## src/hw/rtl/fnc_pkg.sv

```systemverilog
// Shared types, constants and the note table for the frequency-to-note block.
`timescale 1ns / 1ps

package fnc_pkg;

  // Note frequencies and the valid frequency span, unsigned with 24 fraction bits
  localparam int NOTE_FRAC = 24;
  localparam int BASE_W    = 32;   // range-0 note table entries
  localparam int NOTE_W    = 38;   // any note of ranges 0..6, and any valid frequency
  localparam int DIFF_W    = 32;   // distance to the nearest note
  localparam int FACT_W    = 27;   // cents factor width
  localparam int PROD_W    = DIFF_W + FACT_W;
  localparam int DEN_W     = NOTE_W + 16;
  localparam int REM_W     = 60;   // dividend and divisor shifted by up to six
  localparam int QUO_W     = 7;
  localparam int NUM_RANGES = 7;
  localparam int OUT_DATA_W = 24;

  localparam logic [NOTE_W-1:0] TOP_LIMIT   = 38'd144574923264;
  localparam logic [FACT_W-1:0] CENT_FACTOR = 27'd110217975;  // 100/(2^(1/12)-1), Q.16
  localparam logic [5:0]        CENT_LIMIT  = 6'd50;
  localparam logic [3:0]        LAST_NOTE   = 4'd12;

  typedef enum logic [1:0] {
    ST_OK   = 2'd0,
    ST_HIGH = 2'd1,
    ST_LOW  = 2'd2
  } status_e;

  // Item handed from the classifier to the back end through the queue
  typedef struct packed {
    status_e           status;
    logic [2:0]        range;
    logic [3:0]        lo;     // highest note not above the frequency
    logic [NOTE_W-1:0] x;      // frequency in note format
  } fr_item_t;

  // Per-item control carried along the back pipeline
  typedef struct packed {
    status_e    status;
    logic [2:0] range;
    logic [3:0] best;
    logic       below;
  } bk_meta_t;

  // Range-0 notes C..next C (deep C upward)
  function automatic logic [BASE_W-1:0] base_note(input logic [3:0] idx);
    logic [BASE_W-1:0] n;
    case (idx)
      4'd0:    n = 32'd1097337155;
      4'd1:    n = 32'd1162588218;
      4'd2:    n = 32'd1231719311;
      4'd3:    n = 32'd1304961152;
      4'd4:    n = 32'd1382558180;
      4'd5:    n = 32'd1464769368;
      4'd6:    n = 32'd1551869087;
      4'd7:    n = 32'd1644148025;
      4'd8:    n = 32'd1741914154;
      4'd9:    n = 32'd1845493760;
      4'd10:   n = 32'd1955232530;
      4'd11:   n = 32'd2071496706;
      4'd12:   n = 32'd2194674310;
      default: n = '0;
    endcase
    return n;
  endfunction

endpackage

```

## src/hw/rtl/frequency_to_note_and_cents.sv

```systemverilog
// Top level of the frequency-to-note and cents block.
`timescale 1ns / 1ps

// Maps each measured frequency (unsigned, FREQ_FRAC_BITS fraction bits) to the
// nearest equal-tempered note: status, octave band, note index, octave label and
// cents deviation. Every input transaction produces exactly one output
// transaction, in order. The block is fully pipelined and takes one frequency
// per clock while no output back-pressure stalls it. The 14 register stages
// are: two front stages (limit check, band, bracketing note), one queue slot,
// note selection, the cents multiply, divisor setup and a seven-stage
// restoring divider that yields one quotient bit per stage, then the result
// register. A four-entry queue decouples the front from the back, so output
// back-pressure stalls only the back end until the queue fills.
module frequency_to_note_and_cents #(
  parameter int FREQ_WIDTH     = 24,
  parameter int FREQ_FRAC_BITS = 10
) (
  input  logic                                   clk_i,
  input  logic                                   rst_ni,
  input  logic                                   s_axis_tvalid_i,
  output logic                                   s_axis_tready_o,
  // [FREQ_WIDTH-1:0] frequency, zero padded to whole bytes
  input  logic [((FREQ_WIDTH + 7) / 8) * 8 - 1:0] s_axis_tdata_i,
  output logic                                   m_axis_tvalid_o,
  input  logic                                   m_axis_tready_i,
  // [1:0] status, [4:2] octave_range, [8:5] note_index, [11:9] octave_label,
  // [12] label_present, [19:13] cents, [23:20] zero
  output logic [fnc_pkg::OUT_DATA_W-1:0]         m_axis_tdata_o
);
  import fnc_pkg::*;

  localparam int QUEUE_DEPTH = 4;

  logic     fq_valid, fq_ready, bq_valid, bq_ready;
  fr_item_t fq_item, bq_item;

  fnc_front #(
    .FREQ_WIDTH     (FREQ_WIDTH),
    .FREQ_FRAC_BITS (FREQ_FRAC_BITS)
  ) u_front (
    .clk_i     (clk_i),
    .rst_ni    (rst_ni),
    .s_valid_i (s_axis_tvalid_i),
    .s_ready_o (s_axis_tready_o),
    .s_freq_i  (s_axis_tdata_i[FREQ_WIDTH-1:0]),
    .q_valid_o (fq_valid),
    .q_ready_i (fq_ready),
    .q_item_o  (fq_item)
  );

  fnc_fifo #(
    .DEPTH (QUEUE_DEPTH)
  ) u_fifo (
    .clk_i        (clk_i),
    .rst_ni       (rst_ni),
    .push_valid_i (fq_valid),
    .push_ready_o (fq_ready),
    .push_item_i  (fq_item),
    .pop_valid_o  (bq_valid),
    .pop_ready_i  (bq_ready),
    .pop_item_o   (bq_item)
  );

  fnc_back u_back (
    .clk_i     (clk_i),
    .rst_ni    (rst_ni),
    .q_valid_i (bq_valid),
    .q_ready_o (bq_ready),
    .q_item_i  (bq_item),
    .m_valid_o (m_axis_tvalid_o),
    .m_ready_i (m_axis_tready_i),
    .m_data_o  (m_axis_tdata_o)
  );

endmodule

```

## src/hw/rtl/fnc_front.sv

```systemverilog
// Front end: range check, octave band and bracketing note search (two stages).
`timescale 1ns / 1ps

module fnc_front #(
  parameter int FREQ_WIDTH     = 24,
  parameter int FREQ_FRAC_BITS = 10
) (
  input  logic                   clk_i,
  input  logic                   rst_ni,
  input  logic                   s_valid_i,
  output logic                   s_ready_o,
  input  logic [FREQ_WIDTH-1:0]  s_freq_i,
  output logic                   q_valid_o,
  input  logic                   q_ready_i,
  output fnc_pkg::fr_item_t      q_item_o
);
  import fnc_pkg::*;

  localparam int SHIFT = NOTE_FRAC - FREQ_FRAC_BITS;
  localparam int XW    = FREQ_WIDTH + SHIFT;
  localparam int CW    = (XW > NOTE_W) ? XW : NOTE_W;

  logic     adv;
  logic     v1_q, v2_q;
  fr_item_t s1_d, s1_q, s2_d, s2_q;
  logic [CW-1:0] x_ext;

  // Whole front moves when its last stage is empty or drains into the queue
  assign adv       = !v2_q || q_ready_i;
  assign s_ready_o = adv;

  // Stage 1: bring to note format, limit checks, octave band
  always_comb begin
    x_ext = CW'(s_freq_i) << SHIFT;
    s1_d.x  = x_ext[NOTE_W-1:0];
    s1_d.lo = '0;
    s1_d.range = '0;
    for (int i = 1; i < NUM_RANGES; i++) begin
      if (x_ext >= (CW'(base_note(4'd0)) << i)) s1_d.range = 3'(i);
    end
    if (x_ext > CW'(TOP_LIMIT)) begin
      s1_d.status = ST_HIGH;
    end else if (x_ext < CW'(base_note(4'd0))) begin
      s1_d.status = ST_LOW;
    end else begin
      s1_d.status = ST_OK;
    end
  end

  // Stage 2: highest note of the band that is not above the frequency
  always_comb begin
    s2_d    = s1_q;
    s2_d.lo = '0;
    for (int i = 1; i <= 12; i++) begin
      if (s1_q.x >= (NOTE_W'(base_note(4'(i))) << s1_q.range)) s2_d.lo = 4'(i);
    end
  end

  always_ff @(posedge clk_i or negedge rst_ni) begin
    if (!rst_ni) begin
      v1_q <= 1'b0;
      v2_q <= 1'b0;
    end else if (adv) begin
      v1_q <= s_valid_i;
      v2_q <= v1_q;
    end
  end

  always_ff @(posedge clk_i) begin
    if (adv) begin
      s1_q <= s1_d;
      s2_q <= s2_d;
    end
  end

  assign q_valid_o = v2_q;
  assign q_item_o  = s2_q;

  // A found note never brackets past the next C
  a_lo_range: assert property (@(posedge clk_i) disable iff (!rst_ni)
    (v2_q && s2_q.status == ST_OK) |-> (s2_q.lo <= LAST_NOTE))
    else $error("bracketing note index out of range");

endmodule

```

## src/hw/rtl/fnc_fifo.sv

```systemverilog
// Short queue between the front end and the back end.
`timescale 1ns / 1ps

module fnc_fifo #(
  parameter int DEPTH = 4
) (
  input  logic              clk_i,
  input  logic              rst_ni,
  input  logic              push_valid_i,
  output logic              push_ready_o,
  input  fnc_pkg::fr_item_t push_item_i,
  output logic              pop_valid_o,
  input  logic              pop_ready_i,
  output fnc_pkg::fr_item_t pop_item_o
);
  import fnc_pkg::*;

  localparam int PTR_W = (DEPTH > 1) ? $clog2(DEPTH) : 1;
  localparam int CNT_W = $clog2(DEPTH + 1);

  fr_item_t         mem_q [DEPTH];
  logic [PTR_W-1:0] wr_q, wr_d, rd_q, rd_d;
  logic [CNT_W-1:0] cnt_q, cnt_d;
  logic             push, pop;

  assign push_ready_o = (cnt_q != CNT_W'(DEPTH));
  assign pop_valid_o  = (cnt_q != '0);
  assign push = push_valid_i && push_ready_o;
  assign pop  = pop_ready_i && pop_valid_o;
  assign pop_item_o = mem_q[rd_q];

  // Pointer wrap and occupancy
  always_comb begin
    wr_d  = wr_q;
    rd_d  = rd_q;
    cnt_d = cnt_q;
    if (push) wr_d = (wr_q == PTR_W'(DEPTH - 1)) ? '0 : wr_q + 1'b1;
    if (pop)  rd_d = (rd_q == PTR_W'(DEPTH - 1)) ? '0 : rd_q + 1'b1;
    if (push && !pop) cnt_d = cnt_q + 1'b1;
    if (pop && !push) cnt_d = cnt_q - 1'b1;
  end

  always_ff @(posedge clk_i or negedge rst_ni) begin
    if (!rst_ni) begin
      wr_q  <= '0;
      rd_q  <= '0;
      cnt_q <= '0;
    end else begin
      wr_q  <= wr_d;
      rd_q  <= rd_d;
      cnt_q <= cnt_d;
    end
  end

  always_ff @(posedge clk_i) begin
    if (push) mem_q[wr_q] <= push_item_i;
  end

  a_cnt_bound: assert property (@(posedge clk_i) disable iff (!rst_ni)
    cnt_q <= CNT_W'(DEPTH))
    else $error("queue occupancy above depth");

  a_cnt_push: assert property (@(posedge clk_i) disable iff (!rst_ni)
    (push && !pop) |=> (cnt_q == $past(cnt_q) + 1'b1))
    else $error("queue lost a pushed transaction");

endmodule

```

## src/hw/rtl/fnc_back.sv

```systemverilog
// Back end: nearest note, cents product, pipelined restoring divide, result register.
`timescale 1ns / 1ps

module fnc_back (
  input  logic                                clk_i,
  input  logic                                rst_ni,
  input  logic                                q_valid_i,
  output logic                                q_ready_o,
  input  fnc_pkg::fr_item_t                   q_item_i,
  output logic                                m_valid_o,
  input  logic                                m_ready_i,
  output logic [fnc_pkg::OUT_DATA_W-1:0]      m_data_o
);
  import fnc_pkg::*;

  localparam int DIV_STEPS = QUO_W;

  typedef struct packed {
    bk_meta_t          meta;
    logic [DIFF_W-1:0] d;
    logic [NOTE_W-1:0] note;
  } sel_t;

  typedef struct packed {
    bk_meta_t          meta;
    logic [PROD_W-1:0] prod;
    logic [NOTE_W-1:0] note;
  } mul_t;

  typedef struct packed {
    bk_meta_t         meta;
    logic [REM_W-1:0] rem;
    logic [DEN_W-1:0] den;
    logic [QUO_W-1:0] quo;
  } div_t;

  logic en;
  logic sel_v_q, mul_v_q, out_v_q;
  logic div_v_q [DIV_STEPS+1];
  sel_t sel_d, sel_q;
  mul_t mul_d, mul_q;
  div_t div_d [DIV_STEPS+1];
  div_t div_q [DIV_STEPS+1];

  // Result fields
  status_e    out_status_q, out_status_d;
  logic [2:0] out_range_q, out_range_d;
  logic [3:0] out_idx_q, out_idx_d;
  logic [2:0] out_label_q, out_label_d;
  logic       out_present_q, out_present_d;
  logic [6:0] out_cents_q, out_cents_d;

  logic [3:0]        hi_idx;
  logic [NOTE_W-1:0] n_lo, n_hi, d_lo, d_hi;
  logic [5:0]        mag;
  logic              neg;
  bk_meta_t          fin;

  // Whole back pipeline stalls only when a finished result is not taken
  assign en        = !out_v_q || m_ready_i;
  assign q_ready_o = en;

  // Nearest of the two bracketing notes; a tie keeps the lower one
  always_comb begin
    hi_idx = (q_item_i.lo == LAST_NOTE) ? q_item_i.lo : q_item_i.lo + 4'd1;
    n_lo = NOTE_W'(base_note(q_item_i.lo)) << q_item_i.range;
    n_hi = NOTE_W'(base_note(hi_idx)) << q_item_i.range;
    d_lo = q_item_i.x - n_lo;
    d_hi = n_hi - q_item_i.x;
    sel_d.meta.status = q_item_i.status;
    sel_d.meta.range  = q_item_i.range;
    if (q_item_i.lo == LAST_NOTE || d_lo <= d_hi) begin
      sel_d.meta.best  = q_item_i.lo;
      sel_d.meta.below = 1'b0;
      sel_d.d          = d_lo[DIFF_W-1:0];
      sel_d.note       = n_lo;
    end else begin
      sel_d.meta.best  = hi_idx;
      sel_d.meta.below = 1'b1;
      sel_d.d          = d_hi[DIFF_W-1:0];
      sel_d.note       = n_hi;
    end
  end

  // Distance times the cents factor
  always_comb begin
    mul_d.meta = sel_q.meta;
    mul_d.note = sel_q.note;
    mul_d.prod = PROD_W'(sel_q.d) * PROD_W'(CENT_FACTOR);
  end

  // Divide setup: add half the divisor for rounding, then one quotient bit per stage
  always_comb begin
    div_d[0].meta = mul_q.meta;
    div_d[0].rem  = REM_W'(mul_q.prod) + (REM_W'(mul_q.note) << 15);
    div_d[0].den  = DEN_W'(mul_q.note) << 16;
    div_d[0].quo  = '0;
    for (int k = 1; k <= DIV_STEPS; k++) begin
      div_d[k] = div_q[k-1];
      if (div_q[k-1].rem >= (REM_W'(div_q[k-1].den) << (DIV_STEPS - k))) begin
        div_d[k].rem = div_q[k-1].rem - (REM_W'(div_q[k-1].den) << (DIV_STEPS - k));
        div_d[k].quo[DIV_STEPS-k] = 1'b1;
      end
    end
  end

  // Saturate, sign and octave label
  always_comb begin
    fin = div_q[DIV_STEPS].meta;
    mag = (div_q[DIV_STEPS].quo > QUO_W'(CENT_LIMIT)) ? CENT_LIMIT
                                                      : div_q[DIV_STEPS].quo[5:0];
    neg = fin.below && (mag != '0);
    out_status_d  = fin.status;
    out_range_d   = '0;
    out_idx_d     = '0;
    out_label_d   = '0;
    out_present_d = 1'b0;
    out_cents_d   = '0;
    if (fin.status == ST_OK) begin
      out_range_d = fin.range;
      out_idx_d   = fin.best;
      out_cents_d = neg ? (7'd0 - {1'b0, mag}) : {1'b0, mag};
      if (fin.best == LAST_NOTE) begin
        out_label_d   = fin.range;
        out_present_d = 1'b1;
      end else if (fin.range != '0) begin
        out_label_d   = fin.range - 3'd1;
        out_present_d = 1'b1;
      end
    end
  end

  always_ff @(posedge clk_i or negedge rst_ni) begin
    if (!rst_ni) begin
      sel_v_q <= 1'b0;
      mul_v_q <= 1'b0;
      out_v_q <= 1'b0;
      for (int k = 0; k <= DIV_STEPS; k++) div_v_q[k] <= 1'b0;
    end else if (en) begin
      sel_v_q    <= q_valid_i;
      mul_v_q    <= sel_v_q;
      div_v_q[0] <= mul_v_q;
      for (int k = 1; k <= DIV_STEPS; k++) div_v_q[k] <= div_v_q[k-1];
      out_v_q    <= div_v_q[DIV_STEPS];
    end
  end

  always_ff @(posedge clk_i) begin
    if (en) begin
      sel_q <= sel_d;
      mul_q <= mul_d;
      for (int k = 0; k <= DIV_STEPS; k++) div_q[k] <= div_d[k];
      out_status_q  <= out_status_d;
      out_range_q   <= out_range_d;
      out_idx_q     <= out_idx_d;
      out_label_q   <= out_label_d;
      out_present_q <= out_present_d;
      out_cents_q   <= out_cents_d;
    end
  end

  assign m_valid_o = out_v_q;
  assign m_data_o  = {(OUT_DATA_W - 20)'(0), out_cents_q, out_present_q, out_label_q,
                      out_idx_q, out_range_q, out_status_q};

  a_cents_sat: assert property (@(posedge clk_i) disable iff (!rst_ni)
    (out_v_q && out_status_q == ST_OK) |->
      ($signed(out_cents_q) <= 7'sd50 && $signed(out_cents_q) >= -7'sd50))
    else $error("cents outside saturation limits");

  a_err_zero: assert property (@(posedge clk_i) disable iff (!rst_ni)
    (out_v_q && out_status_q != ST_OK) |->
      (out_cents_q == '0 && !out_present_q && out_idx_q == '0))
    else $error("out-of-range result carries note data");

endmodule
```

## config.mk

```make
export PLATFORM = sky130hd
export DESIGN_NAME = frequency_to_note_and_cents
export DESIGN_NICKNAME = d
export VERILOG_FILES = /design/src/hw/rtl/fnc_pkg.sv /design/src/hw/rtl/frequency_to_note_and_cents.sv /design/src/hw/rtl/fnc_front.sv /design/src/hw/rtl/fnc_fifo.sv /design/src/hw/rtl/fnc_back.sv
export SDC_FILE = /design/constraint.sdc
export NUM_CORES = 2
export LEC_CHECK = 0
export ABC_AREA = 0
export BUFFER_PORTS_ARGS = -buffer_cell sky130_fd_sc_hd__buf_4
export CAP_MARGIN = 20
export CORE_MARGIN = 2
export CORE_UTILIZATION = 40
export DETAILED_ROUTE_END_ITERATION = 8
export GPL_TIMING_DRIVEN = 0
export PLACE_DENSITY = 0.59
export SLEW_MARGIN = 10
export SYNTH_ARGS = -nofsm -noshare
export SYNTH_HDL_FRONTEND = slang
export SYNTH_SLANG_ARGS = --single-unit
```

## constraint.sdc

```tcl
create_clock -name clk_i -period 27.9 [get_ports clk_i]
set_input_delay 2.79 -clock clk_i [delete_from_list [all_inputs] [get_ports clk_i]]
set_output_delay 2.79 -clock clk_i [all_outputs]
set_load 0.005 [all_outputs]
```

[Yosys cells after proc, flatten, opt, wreduce, memory -nomap -nowiden]
Memory sizes are Yosys's and may differ from the RTL's.
Index checks and enable logic that the tools add are counted.
Cells by class
  add/subtract/negate cells: 17
  $mul: 1
  magnitude comparators: 29
  equal/unequal tests: 5
  shift operators: 14
  mux-type cells: 47
  reduce and logical (&&, ||, !) cells: 20
Operators by type and width (number)
  greater-or-equal comparator 38 bit: 12
  two-way mux 60 bit: 7
  left shift 31 x 3 -> 38 bit (first input constant): 11
  left shift 32 x 3 -> 38 bit: 2
  subtractor 38 bit: 2
  two-way mux 75 bit: 1
  adder 59 x 53 -> 60 bit: 1
  greater-or-equal comparator 60 x 54 -> 1 bit: 1
  greater-or-equal comparator 60 x 55 -> 1 bit: 1
  greater-or-equal comparator 60 x 56 -> 1 bit: 1
  greater-or-equal comparator 60 x 57 -> 1 bit: 1
  greater-or-equal comparator 60 x 58 -> 1 bit: 1
  greater-or-equal comparator 60 x 59 -> 1 bit: 1
  greater-or-equal comparator 60 bit: 1
  subtractor 60 x 54 -> 60 bit: 1
  subtractor 60 x 55 -> 60 bit: 1
  subtractor 60 x 56 -> 60 bit: 1
  subtractor 60 x 57 -> 60 bit: 1
  subtractor 60 x 58 -> 60 bit: 1
  subtractor 60 x 59 -> 60 bit: 1
  subtractor 60 bit: 1
  multiplier 32 x 27 -> 59 bit (second input constant): 1
  two-way mux 3 bit: 14
  greater-or-equal comparator 38 x 32 -> 1 bit (second input constant): 1
  other kinds (32): 67
Word-level totals
  register bits: 289
  memory bits (writable): 1180
  memory bits (read-only): 1024
  input bits: 28
  output and inout port bits: 26
  word-level logic and storage cells: 181
  memories: 4
Memory list
  u_back.div_q: words 8, bits a word 131, read ports 8, clocked after Yosys merged registers in 0, wr ports 8, line fnc_back.sv:43  | div_t div_q [DIV_STEPS+1];
  (no name shown): words 16, bits a word 32, read ports 1, clocked after Yosys merged registers in 0, wr ports 0, line fnc_pkg.sv:49  | case (idx)
  (no name shown): words 16, bits a word 32, read ports 1, clocked after Yosys merged registers in 0, wr ports 0, line fnc_pkg.sv:49
  u_fifo.mem_q: words 4, bits a word 33, read ports 1, clocked after Yosys merged registers in 0, wr ports 1, line fnc_fifo.sv:21  | fr_item_t mem_q [DEPTH];

[Longest topological paths before layout]
  depth after elaboration: 13
  mapped depth: 53
  gate-level depth less buffers: 48

[Hierarchy]
Synthesis repeated with hierarchy kept, for this count alone.
Unflattened totals
  cell total of the unflattened synthesis: 8439
  area, all modules: 91487.7 µm²
Modules (own cells, without submodules)
  fnc_back: times used 1, cells each 7149, area each 75291.0 µm², sequential area each 30334.1 µm²
  fnc_front: times used 1, cells each 1004, area each 8943.6 µm², sequential area each 1911.8 µm²
  fnc_fifo: times used 1, cells each 286, area each 7253.2 µm², sequential area each 5820.6 µm²

[Worst setup path after synthesis]
No wires, ideal clock.
  path type: input-to-reg
  start point: in m_axis_tready_i
  end point: reg u_back.div_v_q[0] (netlist name)
  setup time: 0.187 ns
  arrival: 33.327 ns
  data required time: 27.713 ns
  setup slack: -5.614 ns
  stages on the path: 3
  buffers on the path: 1
  path through: nand2b_1 > clkbuf_1 > mux2_2
On the way
  longest elaborated chain between the ends: 1
Ends and longest elaborated chain
  start, declared: line frequency_to_note_and_cents.sv:25  | input logic m_axis_tready_i,
  logical OR 1 bit: line fnc_back.sv:60  | assign en = !out_v_q || m_ready_i;
  via bq_ready: line frequency_to_note_and_cents.sv:34  | logic fq_valid, fq_ready, bq_valid, bq_ready;
  end, declared: line fnc_back.sv:39  | logic div_v_q [DIV_STEPS+1];
The timed path passes the listed nets, and every way through them passes these cells.
A chain may end at the register's enable or synchronous reset.

==> results.md <==
- Final worst slack: 13.59 ns
- All-Layer GR Usage: 21.9%
- Slowest-stage cell, CP: a21oi_1
- Final Wtd Congestion: 0.977
- Post-Route Utilization: 44.3%
- CTS max path bufs: 3
- CTS buffer count: 135
- Nature of the critical path endpoint: register
- Count of flip-flops with a built-in enable after synthesis: 1186
- Post-Syn Area: 85200 µm²
- Synth top area share: 41.8%
- R2R setup slack: 13.59 ns
- Max-slew violations: 0
- Fmax: 0.0699 GHz
- Clock sinks: 1206
- Peak per-stage delay on the critical path: 0.83 ns
- HPWL after DPL: 192000 µm
- Final Critical Period: 14.31 ns
- Core area: 212000 µm²
- Ports: 54
- R2r worst-path depth: 50
- Slew headroom: 22.4%
- Final setup viols: 0
- Worst path required time: 28.35 ns
- Crit-path max FO: 13
- Status: finished, final reports clean
- Synth async-reset ratio: 1.66%
- Commonest non-fill, non-tap cells in the layout: 1186 x edfxtp_1, 1028 x inv_1, 970 x ha_1
- RSZ-0062 raised after global routing: false
- Row count: 169
- Pin count of the biggest net entering global routing: 115
- Global-route wire length before repair: 360000 µm
- Chip Height: 466 µm
- Worst skew pair latency: 0.79 ns
- RR Endpoint: u_back.mul_d[99]
- Vias in the first global route: 59400
- Worst R2R Start: u_fifo.rd_q[0]
- CTS tree: done
- Most used DFF post-synth: edfxtp_1
- Final setup TNS: 0 ns
- WHS Endpoint: u_back.div_d[1046]
- Post-CTS sizing: 0
- DP Worst Slack: 14.05 ns
- Synth Instances: 7729
- Wirelength per Cell: 21.8 µm
- Synthesis-to-finish area growth: 10.1%
- Largest cells by area after synthesis: edfxtp_1 42%, ha_1 14%, fa_1 9.6%
- Hold-fix buffers, CTS: 0
- Die area: 217000 µm²
- Clock transition at the registers of the reported paths: 0.06 ns
- Remaining routing DRC violations: 0
- Vias after detailed routing: 58400
- Maxcap violations: 0
- Commonest non-fill, non-tap cell in the layout: edfxtp_1
- Die width: 466 µm
- Initial antenna violation count: 8
- Crit start category: register
- Hold Crit Class: reg -> reg
- Drt pass-1 iters: 6
- Avg Synthesized Cell Area: 11.0 µm²
- GRT overflow: 0
- Hold Path Stages: 0
- CTS Root Cell: clkbuf_16
- Slew @ Worst Pin: 1.15 ns
- Largest area contributor in the netlist: edfxtp_1
- Worst Setup Path Type: reg -> reg
- Layout cells sized above 1: 5.77%
- Detail Route Antenna Nets: 0
- #FFs+latches synth: 1206
- WL final: 237000 µm
- Hold_sp: u_back.mul_d[105]
- Initial Util: 40.2%
- H-tree depth: 4
- Initial DRC count: 4177
- Final hold viol count: 0
- Post-synthesis sequential area ratio: 42.4%
- IO buf count: 49
- Skew final: 0.0557 ns
- Final Cycle Share: 51.3%
- Unique masters post-synth: 108
- Synth warn: 0
- Setup Buffers After CTS: 0
- WP data arrival: 14.76 ns
- Nets: 9345
- Vias/cell: 5.37
[flip-flops by register name (all words and copies together), names as in the netlist, 4 cells and up]
register,count
u_back.div_d,48
u_back.sel_q,31
u_fifo.mem_q,132
u_front.q_item_o,33
u_back.out_cents_q,7
u_front.s1_q,29
u_back.div_v_q,8
u_back.div_q,787
u_back.out_idx_q,4
u_back.mul_d,48
u_back.mul_q,58
[worst max path at each step]
stage	start	endpoint	slack [ns]	depth (start not counted)
after floorplan	m_axis_tready_i	u_back.div_v_q[0]	10.64	3
after CTS	u_fifo.rd_q[0]	u_back.mul_d[99]	14.04	50
after global routing	u_fifo.rd_q[0]	u_back.mul_d[99]	12.85	50
after detailed placement	u_fifo.rd_q[0]	u_back.mul_d[99]	14.05	50
final	u_fifo.rd_q[0]	u_back.mul_d[99]	13.59	50
after global placement	m_axis_tready_i	u_back.div_v_q[0]	6.39	4
[cell usage after synthesis, drive strengths merged, types with 39 or more instances]
| library cell | count |
|---|---|
| edfxtp | 1186 |
| inv | 1032 |
| ha | 970 |
| nand2 | 530 |
| a21oi | 486 |
| o21ai | 471 |
| nor2 | 447 |
| fa | 409 |
| a21o | 275 |
| xnor2 | 209 |
| xor2 | 134 |
| clkbuf | 107 |
| nor2b | 106 |
| nand2b | 94 |
| nand4 | 88 |
| nor3 | 83 |
| nand3 | 82 |
| mux2 | 76 |
| mux2i | 71 |
| buf | 62 |
| o21a | 62 |
| o31ai | 60 |
| nor4 | 52 |
| o21bai | 44 |
| and2 | 42 |
| a31oi | 41 |
| a211oi | 39 |
[cell type report]
type,instances,area (µm²)
tap,2821,3530
multi-input combinational,5324,44500
sequential,1206,36100
clock buffer,164,3520
timing repair buffer,69,782
clock inverter,79,731
fill,19700,118000
buffer,169,747
antenna,1,2.50
inverter,1033,3880
[worst max-delay path, delay by kind of cell (launching register included)]
family,cells,cell delay [ns]
AND/OR/NAND/NOR,11,1.96
XOR/XNOR,2,0.43
multiplexers,3,1.41
adder cells (fa/ha/maj),4,1.18
buffers and inverters,9,3.07
flip-flops,1,0.45
AO/OA/AOI/OAI,21,5.45
[per-layer routing]
metal	vias to the layer above	routed length, µm	global-route usage, %
met5	-	0	0
met4	0	12200	10.4
met3	403	10800	2.71
met2	1442	111000	36.5
met1	28600	102000	28.2
li1	27900	-	-
[cells by family (layout without fill, tap and decap cells)]
group	Yosys count	after routing	share of synthesized area, %
AO/OA/AOI/OAI	1732	1732	12.7
multiplexers	174	174	2.58
buffers and inverters	1202	1514	5.42
adder cells (fa/ha/maj)	1380	1380	23.9
AND/OR/NAND/NOR	1691	1691	9.51
XOR/XNOR	343	343	3.53
flip-flops	1206	1206	42.4
other	1	5	0.00440
[stage by stage]
stage	cells	cell area, µm²	hold WS [ns]
2_1_floorplan	7732	85200	0.400
3_3_place_gp	10600	89100	0.400
3_5_place_dp	10600	89600	0.405
4_1_cts	10900	93800	0.407
5_1_grt	10900	93800	0.409
6_report	10900	93800	0.409
Power is left out: the tool's default activity adds up to more than one toggle a clock period on the data nets, which glitch-free logic cannot reach.
